`src/sv/utf8v_pkg.sv`:
```
`timescale 1ns / 1ps
// ----------------------------------------------------------------------------
// utf8v_pkg
// Shared types and constants for the UTF-8 validator with UTF-16 unit count.
// ----------------------------------------------------------------------------
package utf8v_pkg;

	localparam int MAX_UNITS      = 4095;
	localparam int UNIT_FIELD_MAX = 4095;
	localparam int UNIT_W         = 12;
	localparam int CP_W           = 21;

	// effective saturation point of the unit counter
	localparam logic [UNIT_W-1:0] UNIT_CAP =
		UNIT_W'((MAX_UNITS < UNIT_FIELD_MAX) ? MAX_UNITS : UNIT_FIELD_MAX);

	localparam logic [CP_W-1:0] CP_MAX  = 21'h10FFFF;
	localparam logic [CP_W-1:0] SURR_LO = 21'h00D800;
	localparam logic [CP_W-1:0] SURR_HI = 21'h00DFFF;
	localparam logic [CP_W-1:0] BMP_MAX = 21'h00FFFF;

	// lead and continuation byte patterns
	localparam logic [7:0] ASCII_LIM = 8'h80;
	localparam logic [7:0] MASK_2B   = 8'hE0;
	localparam logic [7:0] LEAD_2B   = 8'hC0;
	localparam logic [7:0] MASK_3B   = 8'hF0;
	localparam logic [7:0] LEAD_3B   = 8'hE0;
	localparam logic [7:0] MASK_4B   = 8'hF8;
	localparam logic [7:0] LEAD_4B   = 8'hF0;
	localparam logic [7:0] MASK_CONT = 8'hC0;
	localparam logic [7:0] CONT_PAT  = 8'h80;
	localparam logic [7:0] CONT_BITS = 8'h3F;

	typedef struct packed {
		logic [7:0] data_byte;
		logic       last_byte;
	} in_beat_t;

	typedef struct packed {
		logic [UNIT_W-1:0] unit_count;
		logic              bad_utf8;
	} result_t;

endpackage

```
`src/sv/utf8v_in_if.sv`:
```
`timescale 1ns / 1ps
// ----------------------------------------------------------------------------
// utf8v_in_if
// Byte channel: one string byte per beat, with a flag on the final byte.
// ----------------------------------------------------------------------------
interface utf8v_in_if;
	logic       valid;
	logic       ready;
	logic [7:0] data_byte;
	logic       last_byte;

	modport source (output valid, output data_byte, output last_byte, input ready);
	modport sink   (input valid, input data_byte, input last_byte, output ready);
endinterface

```
`src/sv/utf8v_out_if.sv`:
```
`timescale 1ns / 1ps
// ----------------------------------------------------------------------------
// utf8v_out_if
// Result channel: one beat per string with the UTF-16 unit count and flag.
// ----------------------------------------------------------------------------
interface utf8v_out_if;
	import utf8v_pkg::*;
	logic              valid;
	logic              ready;
	logic [UNIT_W-1:0] unit_count;
	logic              bad_utf8;

	modport source (output valid, output unit_count, output bad_utf8, input ready);
	modport sink   (input valid, input unit_count, input bad_utf8, output ready);
endinterface

```
`src/sv/utf8v_core.sv`:
```
`timescale 1ns / 1ps
// ----------------------------------------------------------------------------
// utf8v_core
// Running decode state and per-byte next-state logic; gives the string
// result on the final byte and returns to the start state.
// ----------------------------------------------------------------------------
module utf8v_core (
	input  logic               clk,
	input  logic               arst_n,
	input  logic               step,
	input  utf8v_pkg::in_beat_t beat,
	output utf8v_pkg::result_t  result
);
	import utf8v_pkg::*;

	logic [1:0]        pending_q;
	logic [CP_W-1:0]   acc_q;
	logic [UNIT_W-1:0] units_q;
	logic              err_q;

	logic [1:0]        pending_d;
	logic [CP_W-1:0]   acc_d;
	logic [UNIT_W-1:0] units_d;
	logic              err_d;

	logic              fin;
	logic [CP_W-1:0]   fin_cp;
	logic [UNIT_W:0]   sum;
	logic              bad_end;

	always_comb begin
		logic [7:0] b;
		b         = beat.data_byte;
		pending_d = pending_q;
		acc_d     = acc_q;
		err_d     = err_q;
		fin       = 1'b0;
		fin_cp    = '0;
		if (!err_q) begin
			if (pending_q == 2'd0) begin
				if (b < ASCII_LIM) begin
					fin    = 1'b1;
					fin_cp = CP_W'(b);
				end else if ((b & MASK_2B) == LEAD_2B) begin
					pending_d = 2'd1;
					acc_d     = CP_W'(b[4:0]);
				end else if ((b & MASK_3B) == LEAD_3B) begin
					pending_d = 2'd2;
					acc_d     = CP_W'(b[3:0]);
				end else if ((b & MASK_4B) == LEAD_4B) begin
					pending_d = 2'd3;
					acc_d     = CP_W'(b[2:0]);
				end else begin
					err_d = 1'b1;
				end
			end else if ((b & MASK_CONT) != CONT_PAT) begin
				err_d     = 1'b1;
				pending_d = 2'd0;
			end else begin
				acc_d     = {acc_q[CP_W-7:0], b[5:0] & CONT_BITS[5:0]};
				pending_d = pending_q - 2'd1;
				if (pending_d == 2'd0) begin
					fin    = 1'b1;
					fin_cp = acc_d;
				end
			end
		end

		// close a finished code point: range and surrogate check, then count
		units_d = units_q;
		sum     = {1'b0, units_q} + ((fin_cp > BMP_MAX) ? (UNIT_W+1)'(2) : (UNIT_W+1)'(1));
		if (fin) begin
			if (fin_cp > CP_MAX || (fin_cp >= SURR_LO && fin_cp <= SURR_HI)) begin
				err_d = 1'b1;
			end else if (sum > {1'b0, UNIT_CAP}) begin
				units_d = UNIT_CAP;
			end else begin
				units_d = sum[UNIT_W-1:0];
			end
		end

		bad_end           = err_d || (pending_d != 2'd0);
		result.bad_utf8   = bad_end;
		result.unit_count = bad_end ? '0 : units_d;
	end

	always_ff @(posedge clk or negedge arst_n) begin
		if (!arst_n) begin
			pending_q <= '0;
			acc_q     <= '0;
			units_q   <= '0;
			err_q     <= 1'b0;
		end else if (step) begin
			if (beat.last_byte) begin
				pending_q <= '0;
				acc_q     <= '0;
				units_q   <= '0;
				err_q     <= 1'b0;
			end else begin
				pending_q <= pending_d;
				acc_q     <= acc_d;
				units_q   <= units_d;
				err_q     <= err_d;
			end
		end
	end

	a_clear_after_last: assert property (@(posedge clk) disable iff (!arst_n)
		step && beat.last_byte |=> pending_q == 2'd0 && units_q == '0 && !err_q)
		else $error("decode state not cleared after final byte");

	a_count_capped: assert property (@(posedge clk) disable iff (!arst_n)
		units_q <= UNIT_CAP)
		else $error("unit count above saturation point");

	a_err_freezes: assert property (@(posedge clk) disable iff (!arst_n)
		step && err_q && !beat.last_byte |=> err_q && $stable(units_q))
		else $error("decode continued after an error");

endmodule

```
`src/sv/utf8_validate_utf16_length.sv`:
```
`timescale 1ns / 1ps
// ----------------------------------------------------------------------------
// utf8_validate_utf16_length
// UTF-8 validator that reports the UTF-16 length of each string.
// ----------------------------------------------------------------------------
// Feed a string one byte per beat on text, with last_byte set on its final
// byte; one beat on result per string follows, carrying the UTF-16 unit count
// (saturating) and bad_utf8, with the count forced to zero for a bad string.
// The block takes one byte every cycle unless a final byte waits: each byte
// passes an input register and is decoded against the running state, and
// the result of a final byte is stored in a result register that drives the
// result beat. Only a final byte waits in the input register while the
// previous result is still unclaimed.
module utf8_validate_utf16_length (
	input  logic         clk,
	input  logic         arst_n,
	utf8v_in_if.sink     text,
	utf8v_out_if.source  result
);
	import utf8v_pkg::*;

	logic     valid_s1;
	in_beat_t beat_s1;
	logic     adv_s1;
	logic     out_free;
	result_t  res_d;
	result_t  res_q;
	logic     out_valid_q;

	assign out_free   = !out_valid_q || result.ready;
	// a final byte needs the result register; other bytes always move on
	assign adv_s1     = valid_s1 && (!beat_s1.last_byte || out_free);
	assign text.ready = !valid_s1 || adv_s1;

	always_ff @(posedge clk or negedge arst_n) begin
		if (!arst_n) begin
			valid_s1 <= 1'b0;
		end else if (text.ready) begin
			valid_s1 <= text.valid;
		end
	end

	always_ff @(posedge clk) begin
		if (text.ready && text.valid) begin
			beat_s1.data_byte <= text.data_byte;
			beat_s1.last_byte <= text.last_byte;
		end
	end

	utf8v_core u_core (
		.clk    (clk),
		.arst_n (arst_n),
		.step   (adv_s1),
		.beat   (beat_s1),
		.result (res_d)
	);

	always_ff @(posedge clk or negedge arst_n) begin
		if (!arst_n) begin
			out_valid_q <= 1'b0;
		end else if (out_free) begin
			out_valid_q <= adv_s1 && beat_s1.last_byte;
		end
	end

	always_ff @(posedge clk) begin
		if (out_free && adv_s1 && beat_s1.last_byte) begin
			res_q <= res_d;
		end
	end

	assign result.valid      = out_valid_q;
	assign result.unit_count = res_q.unit_count;
	assign result.bad_utf8   = res_q.bad_utf8;

	a_bad_zero: assert property (@(posedge clk) disable iff (!arst_n)
		result.valid && result.bad_utf8 |-> result.unit_count == '0)
		else $error("bad string reported with nonzero count");

	a_stall_only_last: assert property (@(posedge clk) disable iff (!arst_n)
		valid_s1 && !adv_s1 |-> beat_s1.last_byte && out_valid_q && !result.ready)
		else $error("input stage stalled without a blocked result");

	a_result_from_last: assert property (@(posedge clk) disable iff (!arst_n)
		$rose(result.valid) |-> $past(adv_s1 && beat_s1.last_byte))
		else $error("result raised without a final byte");

endmodule

```
`src/flat_wrapper.sv`:
```
// flat-port wrapper written by rule: the top's interface ports become plain ports
module utf8_validate_utf16_length_flat import utf8v_pkg::*;
  (clk, arst_n, text_valid, text_data_byte, text_last_byte, text_ready, result_valid, result_unit_count, result_bad_utf8, result_ready);
  utf8v_in_if text_i ();
  utf8v_out_if result_i ();
  input  logic clk;
  input  logic arst_n;
  input wire logic [$bits(text_i.valid)-1:0] text_valid;
  input wire logic [$bits(text_i.data_byte)-1:0] text_data_byte;
  input wire logic [$bits(text_i.last_byte)-1:0] text_last_byte;
  output wire logic [$bits(text_i.ready)-1:0] text_ready;
  output wire logic [$bits(result_i.valid)-1:0] result_valid;
  output wire logic [$bits(result_i.unit_count)-1:0] result_unit_count;
  output wire logic [$bits(result_i.bad_utf8)-1:0] result_bad_utf8;
  input wire logic [$bits(result_i.ready)-1:0] result_ready;
  assign text_i.valid = text_valid;
  assign text_i.data_byte = text_data_byte;
  assign text_i.last_byte = text_last_byte;
  assign text_ready = text_i.ready;
  assign result_valid = result_i.valid;
  assign result_unit_count = result_i.unit_count;
  assign result_bad_utf8 = result_i.bad_utf8;
  assign result_i.ready = result_ready;
  utf8_validate_utf16_length u_core (.clk(clk), .arst_n(arst_n), .text(text_i), .result(result_i));
endmodule
```
`config.mk`:
```
export PLATFORM = sky130hd
export DESIGN_NAME = utf8_validate_utf16_length_flat
export DESIGN_NICKNAME = d
export VERILOG_FILES = /design/src/sv/utf8v_pkg.sv /design/src/sv/utf8v_in_if.sv /design/src/sv/utf8v_out_if.sv /design/src/sv/utf8v_core.sv /design/src/sv/utf8_validate_utf16_length.sv /design/src/flat_wrapper.sv
export SDC_FILE = /design/constraint.sdc
export NUM_CORES = 1
export LEC_CHECK = 0
export BUFFER_PORTS_ARGS = -buffer_cell sky130_fd_sc_hd__clkbuf_2
export CORE_UTILIZATION = 53
export DETAILED_ROUTE_END_ITERATION = 10
export PLACE_DENSITY_LB_ADDON = 0.1
export SETUP_SLACK_MARGIN = 0.05
export SLEW_MARGIN = 10
export SYNTH_ARGS = -nofsm -noshare
export SYNTH_HDL_FRONTEND = slang
export SYNTH_SLANG_ARGS = --single-unit
```
`constraint.sdc`:
```
create_clock -name clk -period 3.15 [get_ports clk]
set_clock_uncertainty 0.2 [all_clocks]
set_input_delay 0.315 -clock clk [delete_from_list [all_inputs] [get_ports clk]]
set_output_delay 0.315 -clock clk [all_outputs]
set_load 0.01 [all_outputs]
```
==> impl_table.tex <==
\begin{tabular}{lr}
\hline
Metric & Value \\
\hline
\multicolumn{2}{l}{\textbf{STA}} \\
Achievable Freq & around 330 MHz \\
Setup ws final & 0.08351 ns \\
Worst Hold Slack & around 0.013 ns \\
Final Slew Violations & 0 \\
Slew Limit Headroom & 30.81\% \\
Transition at the pin with the smallest max-transition slack & a little over 1 ns \\
Unrepaired setup endpoints after global routing & true \\
Clock period minus final worst setup slack & 3.066 ns \\
Final setup TNS & 0 ns \\
Final cycle utilization of the critical path & 97.35\% \\
Final Hold Viols & 0 \\
Endpoints failing setup & 0 \\
\multicolumn{2}{l}{\textbf{Setup path}} \\
Sequence of cells on the critical path & or4\_4 > or2\_4 > nand3\_4 > ha\_4 > fa\_2 > nand3\_4 > or4\_4 > a21oi\_2 > nor2\_1 > a311oi\_2 \\
Worst reg2reg setup slack & approximately 0.084 ns \\
Required @ worst endpoint & 3.08 ns \\
Slowest CP cell & or4\_4 \\
Arrival time at the worst endpoint & 3.00 ns \\
Worst Path Max Fanout & 4 \\
Critical path startpoint category & flop \\
Endpoint class of the critical path & flop \\
Worst Setup Path Type & flop to flop \\
Critical Path Max Stage Delay & 0.55 ns \\
Critical path buffer and inverter count & 0 \\
Largest delay share family, worst path & simple AND/OR/NAND/NOR gates \\
\multicolumn{2}{l}{\textbf{Yosys}} \\
Avg Inst Size Synth & 10.01 um\^{}2 \\
Cells after Synth & 284 \\
Synthesis warning total & 0 \\
Count of flip-flops with a built-in enable after synthesis & 22 \\
Sequential fraction of the synthesis area & around half \\
Top FF cell, synth & dfrtp\_1 \\
Syn Nets & 302 \\
Cell area after synthesis & 2843 um\^{}2 \\
Count of cell types in the netlist & 56 \\
Synth area leader & dfrtp\_1 \\
Fraction of registers with async set/reset & 59.26\% \\
Leading post-synthesis cells by cell area & dfrtp\_1, edfxtp\_1, nand2\_1 \\
Area share of the leading cell type in the synthesized netlist & 28.17\% \\
FF+latch count, synth & 54 \\
\multicolumn{2}{l}{\textbf{Routing}} \\
Post-detailed-route via-to-cell ratio & 5.968 \\
Final wirelength & 6626 um \\
Average wire per cell in the routed design & 16.32 um \\
First-pass detailed-route iteration total & 5 \\
Drt first-iter violations & 183 \\
Overall via count from detail\_route & 2,423 \\
Residual antenna-violating net count after detailed routing & 0 \\
DRC errors left & 0 \\
\multicolumn{2}{l}{\textbf{Power}} \\
Leakage power of the design & about 1.4 nW \\
Worst supply voltage drop on vdd & 0.0003341 V \\
Power per standard cell area & 490.5 nW/um\^{}2 \\
Total power draw & between 1.5 and 2 mW \\
\multicolumn{2}{l}{\textbf{Floorplan}} \\
Die area & 5660 um\^{}2 \\
Initial cell density of the core & between 50\% and 60\% \\
Floorplan Core Area & just over 5000 um\^{}2 \\
Die boundary height & 75.24 um \\
Placement row count & 26 \\
Top-Level Pins & 28 \\
Die Span X & about 75 um \\
\multicolumn{2}{l}{\textbf{GRT}} \\
Via count of the first global-routing pass & 2,079 \\
Initial antenna violation count & 0 \\
Largest net degree at the start of global routing & 33 \\
Wire length of the first global-routing pass & 10,270 um \\
GRT Resource Usage Total & 24.69\% \\
Aggregate global routing overflow & 0 \\
\multicolumn{2}{l}{\textbf{Clock tree}} \\
CTS tree & done \\
Number of CTS-inserted buffers & 5 \\
CTS Root Buffer Type & clkbuf\_8 \\
Clk pin slew, worst setup/hold paths & 0.10 ns \\
Number of buffers between clock root and the deepest sink & 2 \\
Clock Latency Late Sink & 0.32 ns \\
H-tree level count & 2 \\
Clock sink count & 54 \\
\multicolumn{2}{l}{\textbf{Hold path}} \\
Type of the worst min-delay path & input port to flop \\
\multicolumn{2}{l}{\textbf{Place}} \\
Detailed placement HPWL & 4543 um \\
Number of input and output port buffers inserted & 27 \\
Cells after DPL & 386 \\
RePlAce Congestion & 0.9563 \\
Post-place instance area & 3207 um\^{}2 \\
Minimum setup slack after placement & -0.08724 ns \\
\multicolumn{2}{l}{\textbf{Finish}} \\
Core occupancy in the finished layout & 68.55\% \\
Area growth from synthesis to layout & 23.94\% \\
Total inserted antenna cells & 0 \\
Share of final-layout standard cells stronger than drive strength 1 & 26.49\% \\
NumNets Final & 353 \\
Post-layout instance area & 3523 um\^{}2 \\
Layout Cells excl Fill & 406 \\
\multicolumn{2}{l}{\textbf{Job}} \\
Number of maximum-capacitance constraint violations & 0 \\
\multicolumn{2}{l}{\textbf{Outcome}} \\
Result of the run & complete, no violations \\
\hline
\end{tabular}
==> synth_stat cells (4+ instances only) <==
cell / count
nor2_1: 22
o2bb2ai_1: 4
a22o_1: 5
dfrtp_1: 32
nor4_1: 9
ha_1: 4
o21ai_1: 9
nand2b_1: 5
o21ai_0: 8
nor3_1: 7
a21oi_1: 8
clkbuf_1: 15
nand4_1: 4
nor2b_1: 5
nand3_1: 13
edfxtp_1: 22
inv_1: 8
nand2_1: 40
==> cell families after synthesis <==
family / synth area share, %
muxes: 1.056
buffers and inverters: 3.433
and+or+nand+nor: 24.56
adders and majority gates: 2.465
AOI/OAI and AO/OA: 17.08
DFF: 51.41
==> timing repair <==
item	4_1_cts	5_1_grt
hold endpoints to repair	41	0
endpoints found under the setup margin	7	14
gates resized for setup	7	11
pin swaps	4	9
hold buffers	10	0
setup buffers	1	1
==> sequential cells by signal, summed over array words and instances, names as in the netlist, 2 cells and up <==
signal,cells
u_core.beat_s1,9
u_core.u_core.acc_q,15
u_core.u_core.units_q,12
u_core.result.unit_count,12
u_core.u_core.pending_q,2
==> area by class of cell <==
type	count	area, um^2
Timing Repair Buffer	60	407.9
Multi-Input combinational cell	206	1429
Fill cell	426	1617
Clock inverter	2	13.76
Tap cell	70	87.58
Sequential cell	54	1461
Inverter	8	30.03
Clock buffer	6	93.84
==> placed cells by master (no fill, tap or decap), types with 8 or more instances in the layout <==
| cell type | netlist | routed |
|---|---|---|
| buf_4 | 0 | 23 |
| dlygate4sd3_1 | 0 | 10 |
| edfxtp_1 | 22 | 22 |
| nor2_1 | 22 | 20 |
| o21ai_1 | 9 | 10 |
| dfrtp_1 | 32 | 32 |
| nand2_1 | 40 | 40 |
| nor4_1 | 9 | 8 |
| nand3_1 | 13 | 11 |
| clkbuf_2 | 0 | 27 |
==> per-layer routing <==
| metal | GRT usage, % | share of wire [%] | up-vias |
|---|---|---|---|
| met5 | 0 | 0 | - |
| met3 | 4.552 | 5.8 | 7 |
| met1 | 37.02 | 48 | 1158 |
| met4 | 7.202 | 1.0 | 0 |
| li1 | - | - | 1166 |
| met2 | 36.54 | 45 | 92 |
==> where the power goes <==
part           switching, mW  internal, mW  leakage, nW  total [mW]
clock                  0.240         0.207       0.0567       0.446
combinational          0.286         0.173        0.697       0.459
sequential            0.0375         0.785        0.650       0.822
total                  0.563          1.16         1.40        1.73
==> path summary, 6_finish.rpt <==
check / startpoint / endpoint / depth (start not counted)
max in group asynchronous: arst_n / u_core.u_core.units_q[1]$_DFFE_PN0P_ / 2
hold / removal: text_valid / u_core.valid_s1$_DFFE_PN0N_ / 2
setup / recovery: u_core.u_core.acc_q[13]$_DFFE_PN0P_ / u_core.result.unit_count[5]$_SDFFCE_PP0P_ / 10
hold reg to reg: u_core.beat_s1[2]$_DFFE_PP_ / u_core.u_core.acc_q[1]$_DFFE_PN0P_ / 1
setup reg to reg: u_core.u_core.acc_q[13]$_DFFE_PN0P_ / u_core.result.unit_count[5]$_SDFFCE_PP0P_ / 10
min in group asynchronous: arst_n / u_core.u_core.units_q[0]$_DFFE_PN0P_ / 2
No activity file was read; power rests on OpenSTA's default activity.
